## src/rtl/rlf_pkg.sv

```systemverilog
// Shared types, constants and pointer helpers for the run-length FIFO.
package rlf_pkg;

   // Ring geometry and field widths.
   localparam int DEPTH          = 16;
   localparam int COUNT_BITS     = 32;
   localparam int PTR_BITS       = (DEPTH > 1) ? $clog2(DEPTH) : 1;
   localparam int SYM_BITS       = 8;
   localparam int OUT_COUNT_BITS = 32;

   localparam logic [COUNT_BITS-1:0] COUNT_MAX = {COUNT_BITS{1'b1}};
   localparam logic [PTR_BITS-1:0]   PTR_LAST  = PTR_BITS'(DEPTH - 1);

   // Operation codes.
   localparam logic [1:0] OP_ENQUEUE = 2'd0;
   localparam logic [1:0] OP_DEQUEUE = 2'd1;
   localparam logic [1:0] OP_DROP    = 2'd2;
   localparam logic [1:0] OP_CLEAR   = 2'd3;

   typedef struct packed {
      logic [1:0]          opcode;
      logic [SYM_BITS-1:0] symbol;
   } req_type;

   typedef struct packed {
      logic                      is_empty;
      logic                      is_full;
      logic                      dropped;
      logic [SYM_BITS-1:0]       head_symbol;
      logic [OUT_COUNT_BITS-1:0] head_count;
   } rsp_type;

   // One run as kept in the ring storage.
   typedef struct packed {
      logic [SYM_BITS-1:0]   symbol;
      logic [COUNT_BITS-1:0] count;
   } entry_type;

   // Ring pointer step forward, wrapping at DEPTH.
   function automatic logic [PTR_BITS-1:0] next_ptr(input logic [PTR_BITS-1:0] p);
      return (p == PTR_LAST) ? '0 : p + 1'b1;
   endfunction

   // Ring pointer step backward, wrapping at DEPTH.
   function automatic logic [PTR_BITS-1:0] prev_ptr(input logic [PTR_BITS-1:0] p);
      return (p == '0) ? PTR_LAST : p - 1'b1;
   endfunction

endpackage

```

## src/rtl/rlf_ram.sv

```systemverilog
// Generic single-write, single-read RAM with a registered read port.
module rlf_ram #(
   parameter int WIDTH = 8,
   parameter int DEPTH = 16
) (
   input  logic                                        clock,
   input  logic                                        wr_en,
   input  logic [((DEPTH > 1) ? $clog2(DEPTH) : 1)-1:0] wr_addr,
   input  logic [WIDTH-1:0]                            wr_data,
   input  logic [((DEPTH > 1) ? $clog2(DEPTH) : 1)-1:0] rd_addr,
   output logic [WIDTH-1:0]                            rd_data
);

   logic [WIDTH-1:0] mem [DEPTH];
   logic [WIDTH-1:0] rd_data_ff;

   // Write port and registered read port.
   always_ff @(posedge clock) begin
      if (wr_en) begin
         mem[wr_addr] <= wr_data;
      end
      rd_data_ff <= mem[rd_addr];
   end

   assign rd_data = rd_data_ff;

endmodule

```

## src/rtl/run_length_fifo_unit.sv

```systemverilog
// Run-length FIFO: a ring of symbol runs with merge, dequeue, drop-head and clear.
// Latency: the result beat for an item is valid in the cycle after the item is accepted.
// Throughput: one item per cycle while result beats are taken; the result register frees as its beat is taken.
// The oldest and newest runs live in registers; the run after the head is prefetched
// from the ring RAM every cycle, so a retire never waits on a memory read.
// Reset is synchronous: it empties the ring and drops any pending result, with no clearing pass.
module run_length_fifo_unit
   import rlf_pkg::*;
(
   input  logic    clock,
   input  logic    reset,
   input  logic    req_valid,
   output logic    req_ready,
   input  req_type req_data,
   output logic    rsp_valid,
   input  logic    rsp_ready,
   output rsp_type rsp_data
);

   logic [PTR_BITS-1:0]   head_ptr_ff, head_ptr_in;
   logic [PTR_BITS-1:0]   tail_ptr_ff, tail_ptr_in;
   logic [SYM_BITS-1:0]   head_sym_ff, head_sym_in;
   logic [COUNT_BITS-1:0] head_cnt_ff, head_cnt_in;
   logic [SYM_BITS-1:0]   last_sym_ff, last_sym_in;
   logic [COUNT_BITS-1:0] last_cnt_ff, last_cnt_in;
   logic                  rsp_valid_ff, rsp_valid_in;
   rsp_type               rsp_data_ff, rsp_data_in;

   logic                  accept;
   logic                  is_empty;
   logic                  is_full;
   logic                  single_run;
   logic                  two_runs;
   logic                  retire;
   logic                  dropped;
   logic                  empty_next;
   logic [PTR_BITS-1:0]   last_ptr;
   logic [COUNT_BITS-1:0] merged_cnt;
   logic                  wr_en;
   logic [PTR_BITS-1:0]   wr_addr;
   entry_type             wr_entry;
   entry_type             next_entry;

   assign accept    = req_valid && req_ready;
   assign req_ready = !rsp_valid_ff || rsp_ready;

   // Ring occupancy as seen before this item.
   assign is_empty   = (head_ptr_ff == tail_ptr_ff);
   assign is_full    = (next_ptr(tail_ptr_ff) == head_ptr_ff);
   assign last_ptr   = prev_ptr(tail_ptr_ff);
   assign single_run = (next_ptr(head_ptr_ff) == tail_ptr_ff);
   assign two_runs   = (next_ptr(next_ptr(head_ptr_ff)) == tail_ptr_ff);
   assign merged_cnt = (last_cnt_ff == COUNT_MAX) ? last_cnt_ff : last_cnt_ff + 1'b1;

   // Item decode and state update.
   always_comb begin
      head_ptr_in = head_ptr_ff;
      tail_ptr_in = tail_ptr_ff;
      head_sym_in = head_sym_ff;
      head_cnt_in = head_cnt_ff;
      last_sym_in = last_sym_ff;
      last_cnt_in = last_cnt_ff;
      retire      = 1'b0;
      dropped     = 1'b0;
      wr_en       = 1'b0;
      wr_addr     = last_ptr;
      wr_entry    = '{symbol: req_data.symbol, count: merged_cnt};

      if (accept) begin
         unique case (req_data.opcode)
            OP_ENQUEUE: begin
               if (!is_empty && (last_sym_ff == req_data.symbol)) begin
                  // Merge into the newest run; the head copy follows when they coincide.
                  last_cnt_in = merged_cnt;
                  wr_en       = 1'b1;
                  if (single_run) begin
                     head_cnt_in = merged_cnt;
                  end
               end else if (is_full) begin
                  dropped = 1'b1;
               end else begin
                  // Append a new run at the tail.
                  wr_en       = 1'b1;
                  wr_addr     = tail_ptr_ff;
                  wr_entry    = '{symbol: req_data.symbol, count: COUNT_BITS'(1)};
                  last_sym_in = req_data.symbol;
                  last_cnt_in = COUNT_BITS'(1);
                  tail_ptr_in = next_ptr(tail_ptr_ff);
                  if (is_empty) begin
                     head_sym_in = req_data.symbol;
                     head_cnt_in = COUNT_BITS'(1);
                  end
               end
            end
            OP_DEQUEUE: begin
               if (!is_empty) begin
                  if (head_cnt_ff > COUNT_BITS'(1)) begin
                     head_cnt_in = head_cnt_ff - 1'b1;
                     if (single_run) begin
                        last_cnt_in = head_cnt_ff - 1'b1;
                     end
                  end else begin
                     retire = 1'b1;
                  end
               end
            end
            OP_DROP: begin
               retire = !is_empty;
            end
            OP_CLEAR: begin
               head_ptr_in = '0;
               tail_ptr_in = '0;
            end
         endcase
      end

      // Retiring the head brings in the next run: the newest run from its
      // registers, any other from the prefetched RAM entry.
      if (retire) begin
         head_ptr_in = next_ptr(head_ptr_ff);
         if (two_runs) begin
            head_sym_in = last_sym_ff;
            head_cnt_in = last_cnt_ff;
         end else begin
            head_sym_in = next_entry.symbol;
            head_cnt_in = next_entry.count;
         end
      end
   end

   // Result beat built from the state after the item.
   always_comb begin
      empty_next              = (head_ptr_in == tail_ptr_in);
      rsp_data_in.is_empty    = empty_next;
      rsp_data_in.is_full     = (next_ptr(tail_ptr_in) == head_ptr_in);
      rsp_data_in.dropped     = dropped;
      rsp_data_in.head_symbol = empty_next ? '0 : head_sym_in;
      rsp_data_in.head_count  = empty_next ? '0 : OUT_COUNT_BITS'(head_cnt_in);
      if (accept) begin
         rsp_valid_in = 1'b1;
      end else if (rsp_ready) begin
         rsp_valid_in = 1'b0;
      end else begin
         rsp_valid_in = rsp_valid_ff;
      end
   end

   // Control registers.
   always_ff @(posedge clock) begin
      if (reset) begin
         head_ptr_ff  <= '0;
         tail_ptr_ff  <= '0;
         rsp_valid_ff <= 1'b0;
      end else begin
         head_ptr_ff  <= head_ptr_in;
         tail_ptr_ff  <= tail_ptr_in;
         rsp_valid_ff <= rsp_valid_in;
      end
   end

   // Run and result payload registers.
   always_ff @(posedge clock) begin
      head_sym_ff <= head_sym_in;
      head_cnt_ff <= head_cnt_in;
      last_sym_ff <= last_sym_in;
      last_cnt_ff <= last_cnt_in;
      if (accept) begin
         rsp_data_ff <= rsp_data_in;
      end
   end

   // Ring storage; the read port always fetches the run after the next head.
   rlf_ram #(
      .WIDTH ($bits(entry_type)),
      .DEPTH (DEPTH)
   ) u_ring (
      .clock   (clock),
      .wr_en   (wr_en),
      .wr_addr (wr_addr),
      .wr_data (wr_entry),
      .rd_addr (next_ptr(head_ptr_in)),
      .rd_data (next_entry)
   );

   assign rsp_valid = rsp_valid_ff;
   assign rsp_data  = rsp_data_ff;

endmodule

```

## config.mk

```make
export PLATFORM = sky130hd
export DESIGN_NAME = run_length_fifo_unit
export DESIGN_NICKNAME = d
export VERILOG_FILES = /design/src/rtl/rlf_pkg.sv /design/src/rtl/rlf_ram.sv /design/src/rtl/run_length_fifo_unit.sv
export SDC_FILE = /design/constraint.sdc
export NUM_CORES = 1
export LEC_CHECK = 0
export ABC_CLOCK_PERIOD_IN_PS = 12420
export BUFFER_PORTS_ARGS = -buffer_cell sky130_fd_sc_hd__buf_4
export CAP_MARGIN = 20
export CORE_UTILIZATION = 30
export CTS_CLUSTER_DIAMETER = 150
export DETAILED_ROUTE_END_ITERATION = 8
export SYNTH_ARGS = -nofsm -noshare
export SYNTH_HDL_FRONTEND = slang
export SYNTH_SLANG_ARGS = --single-unit
```

## constraint.sdc

```tcl
create_clock -name clock -period 12.42 [get_ports clock]
set_clock_uncertainty 0.2 [all_clocks]
set_input_delay 2.484 -clock clock [delete_from_list [all_inputs] [get_ports clock]]
set_output_delay 2.484 -clock clock [all_outputs]
set_load 0.02 [all_outputs]
```

==> qor.csv <==
stage,metric,value,unit
outcome,run status,"finished, final reports clean",
placement,final weighted congestion of routability-driven global placement,0.873,
timing,Post-Route Hold Slack,353,ps
yosys,"Seq/Total Area, Yosys",0.683,
finish,area taken by flip-flops and latches,0.0235,sq mm
setup_path,largest delay contributor family on the critical path,simple AND/OR/NAND/NOR gates,
yosys,average cell area after synthesis,15.1,sq um
timing,worst-margin pin slew,1110,ps
power_and_ir_drop,VDD IR-drop max,102,uV
finish,layout cell share with drive strength beyond 1,0.186,
clock_network,clk sink count,812,
yosys,Mapped Area,0.0344,sq mm
yosys,async set-or-reset flop fraction in the synthesized netlist,0,
setup_path,arrival time worst endpoint,7130,ps
setup_path,origin of the critical flop-to-flop path,head_cnt_ff[18],
setup_path,crit path launch,req_data[8],
timing,final setup violating endpoints,0,
setup_path,cell chain of the critical path,buf_4 -> inv_1 -> ha_1 -> and3_1 -> and2_1 -> a31o_2 -> a21oi_1 -> a21oi_1 -> ha_4 -> nand4_1 -> nand3_4 -> buf_12 -> mux4_2 -> a22oi_1 -> nand3_1,
setup_path,type of the worst setup path,in2reg,
yosys,number of warnings printed during yosys synthesis,0,
routing,number of design-rule violations left by the first detailed-router iteration,2164,
yosys,post-synthesis cell type count,72,
die,floorplan die width,341,microns
power_and_ir_drop,Static Leak,0.0122,uW
power_and_ir_drop,post-route total power,6020,uW
yosys,most frequently used flop master after synthesis,edfxtp_1,
routing,wire length after detailed routing,90000,microns
power_and_ir_drop,total power divided by cell area,153,mW/mm^2
die,placeable core region,0.113,sq mm
finish,filler cell count,10800,
setup_path,worst path bufs/invs,3,
finish,Antenna diodes,0,
timing,final number of max-transition violations,0,
hold_path,path type of the worst min-delay path,reg2reg,
routing,DRC violations left,0,
clock_network,CTS resizes,0,
hold_path,hold path start,head_sym_ff[5],
clock_network,clock edge transition at the registers on the reported setup and hold paths,70,ps
clock_network,CTS Hold Buffers Added,0,
clock_network,Root Buffer Master,clkbuf_16,
die,die height,341,microns
timing,maximum clock frequency,146,MHz
setup_path,Worst path slowest cell,mux4_2,
grt,via count of the first global-routing pass,19900,
finish,area taken by multi-input logic gates,0.0105,sq mm
finish,Synth-to-Final Area Change,14.6,%
die,effective utilization at floorplan,0.304,
yosys,gate count after technology mapping,2278,
finish,number of cells in the finished layout apart from fillers,3885,
yosys,largest family of logic cells by synthesized area,multiplexers,
routing,total via count in the routed design,20300,
clock_network,number of buffers created by CTS,79,
grt,total grt overflow,0,
finish,nets@finish,2349,
clock_network,clock buffer depth,3,
setup_path,CP most frequent cell,a21oi_1,
yosys,adder-cell share of the synthesized area,0.00509,
routing,antenna-violating nets left,0,
placement,count of port buffers added during placement,58,
hold_path,hold path cells,2,
timing,share of the clock period used by the worst path,0.550,
yosys,simple-gate portion of the synthesized area,0.0784,
routing,routed vias/inst,5.22,
setup_path,delay contributed by the slowest stage of the critical path,610,ps
yosys,post-synthesis share of cell area spent on xor and xnor gates,0.0227,
setup_path,Crit. End Element,flip-flop,
yosys,"flops & latches, synth",812,
clock_network,clock insertion delay at the later pin of the skew report,650,ps
routing,First-pass DRT Iterations,6,
timing,Rel. slew slack,0.258,
placement,Inst Count DP,3729,
clock_network,count of buffers added by post-CTS timing repair for setup,0,
setup_path,worst endpoint required time,12720,ps
die,DIE AREA,0.116,sq mm
timing,final hold violation count,0,
timing,Fin Setup TNS,0,ps
grt,largest net degree at the start of global routing,140,
yosys,compound-cell area share of the yosys netlist,0.0753,
clock_network,CTS tree,yes,
run,count of maximum capacitance violations,0,
yosys,number of enable-type register cells in the synthesized netlist,723,
grt,first-pass GRT wire length,133000,microns
die,placement row count,123,
setup_path,total stage count of the critical path,15,
timing,RSZ-0062 raised after global routing,false,
setup_path,biggest fanout along the worst timing path,139,
yosys,fraction of synthesized area in multiplexers,0.116,
placement,post-detail-place hpwl,48000,microns
grt,antenna violations before repair,2,
setup_path,element type at the critical path start,input port,
routing,final routed wire length divided by cell count,23.2,microns
setup_path,reg2reg path depth,13,
yosys,number of nets produced by synthesis,2306,
die,num ports,59,
timing,Final min period,6830,ps
grt,overall routing resource usage,0.153,
clock_network,depth of the CTS H-tree,3,
[final timing paths]
path / endpoint / slack (ps)
min: head_sym_ff[5] / 350
max: u_ring.rd_data[17] / 5590
min reg2reg: head_sym_ff[5] / 350
max reg2reg: u_ring.rd_data[17] / 6210
[flip-flops by register name, summed over array words and instances (netlist names)]
| name | flops |
|---|---|
| u_ring.mem | 640 |
| rsp_data | 43 |
| u_ring.rd_data | 40 |
| head_cnt_ff | 32 |
| last_cnt_ff | 32 |
| head_sym_ff | 8 |
| last_sym_ff | 8 |
| head_ptr_ff | 4 |
| tail_ptr_ff | 4 |
| rsp_valid | 1 |
[per-stage QoR]
stage | utilization | area, sq um | worst slack, ps
finish | 0.348 | 39400 | 5590
detailed placement | 0.324 | 36700 | 4890
CTS | 0.347 | 39300 | 5550
global placement | 0.324 | 36600 | 4950
global route | 0.348 | 39400 | 5200
floorplan | - | 34400 | 4610
[placed cells by master (no fill, tap or decap), types with 52 or more instances in the layout]
cell / netlist / final
mux2_2: 85 / 85
mux2i_1: 121 / 121
clkbuf_16: 0 / 83
o211ai_1: 52 / 52
dfxtp_1: 89 / 89
nor2_1: 116 / 100
nand2_1: 154 / 154
a21oi_1: 58 / 57
mux4_2: 80 / 80
buf_4: 2 / 96
nand3_1: 64 / 64
edfxtp_1: 723 / 723
[worst register-to-register path: stages (launching register included)]
cell and delay, ps:
dfxtp_1 370, or4_4 580, or4_1 700, nor3_4 420
a31o_2 550, a21oi_1 80, a21oi_1 440, ha_4 260
nand4_1 150, nand3_4 590, buf_12 500, mux4_2 960
a22oi_1 200, nand3_1 110
[synth_stat cells (all sizes together), types with 5 or more instances]
| cell type | number | area, sq um |
|---|---|---|
| or3 | 25 | 156 |
| mux2i | 122 | 1220 |
| or2 | 10 | 62.6 |
| o32a | 7 | 70.1 |
| mux4 | 80 | 1800 |
| o221ai | 39 | 342 |
| a21o | 6 | 45.0 |
| clkbuf | 119 | 447 |
| o211ai | 52 | 390 |
| nand3 | 65 | 330 |
| and4 | 6 | 52.6 |
| ha | 14 | 175 |
| inv | 14 | 52.6 |
| a31oi | 11 | 75.1 |
| nand3b | 5 | 37.5 |
| a21oi | 58 | 290 |
| xor2 | 44 | 385 |
| a211oi | 16 | 120 |
| and2 | 36 | 225 |
| xnor2 | 45 | 394 |
| o21ai | 41 | 205 |
| nand4 | 21 | 131 |
| dfxtp | 89 | 1780 |
| and3 | 29 | 181 |
| mux2 | 85 | 957 |
| nor4 | 12 | 75.1 |
| nor2 | 116 | 435 |
| nand2 | 154 | 578 |
| buf | 30 | 175 |
| o31a | 15 | 131 |
| edfxtp | 723 | 21700 |
| a22oi | 40 | 300 |
| or4 | 5 | 41.3 |
| nor3 | 28 | 163 |
| o32ai | 5 | 43.8 |
| nor2b | 17 | 106 |
| o22ai | 36 | 225 |
[logic make-up after synthesis]
| family | after synthesis |
|---|---|
| fa+ha+maj | 14 |
| compound gates | 366 |
| simple gates | 544 |
| buf+inv | 166 |
| flops | 812 |
| xor+xnor | 89 |
| mux | 287 |
[per-layer routing]
| metal | track usage | vias up | part of all wire |
|---|---|---|---|
| met1 | 0.209 | 10300 | 0.43 |
| met5 | 0 | - | 0 |
| met2 | 0.247 | 753 | 0.47 |
| met3 | 0.0222 | 142 | 0.065 |
| li1 | - | 9018 | - |
| met4 | 0.0580 | 0 | 0.030 |
[final cells by class]
type	count	share of cell area
sequential	812	0.596
multi-input combinational	1300	0.265
clock buffer	109	0.0575
tap	1500	0.0476
timing repair buffer	111	0.0232
clock inverter	36	0.00889
inverter	17	0.00162
[report_power, final]
part           switching [uW]  internal (uW)  total, uW  leakage [uW]
Combinational             309            176        485       0.00356
Sequential               58.5           3050       3110       0.00733
Clock                    1030           1400       2430       0.00129
Total                    1400           4630       6020        0.0122
No activity file was read; power rests on OpenSTA's default activity.
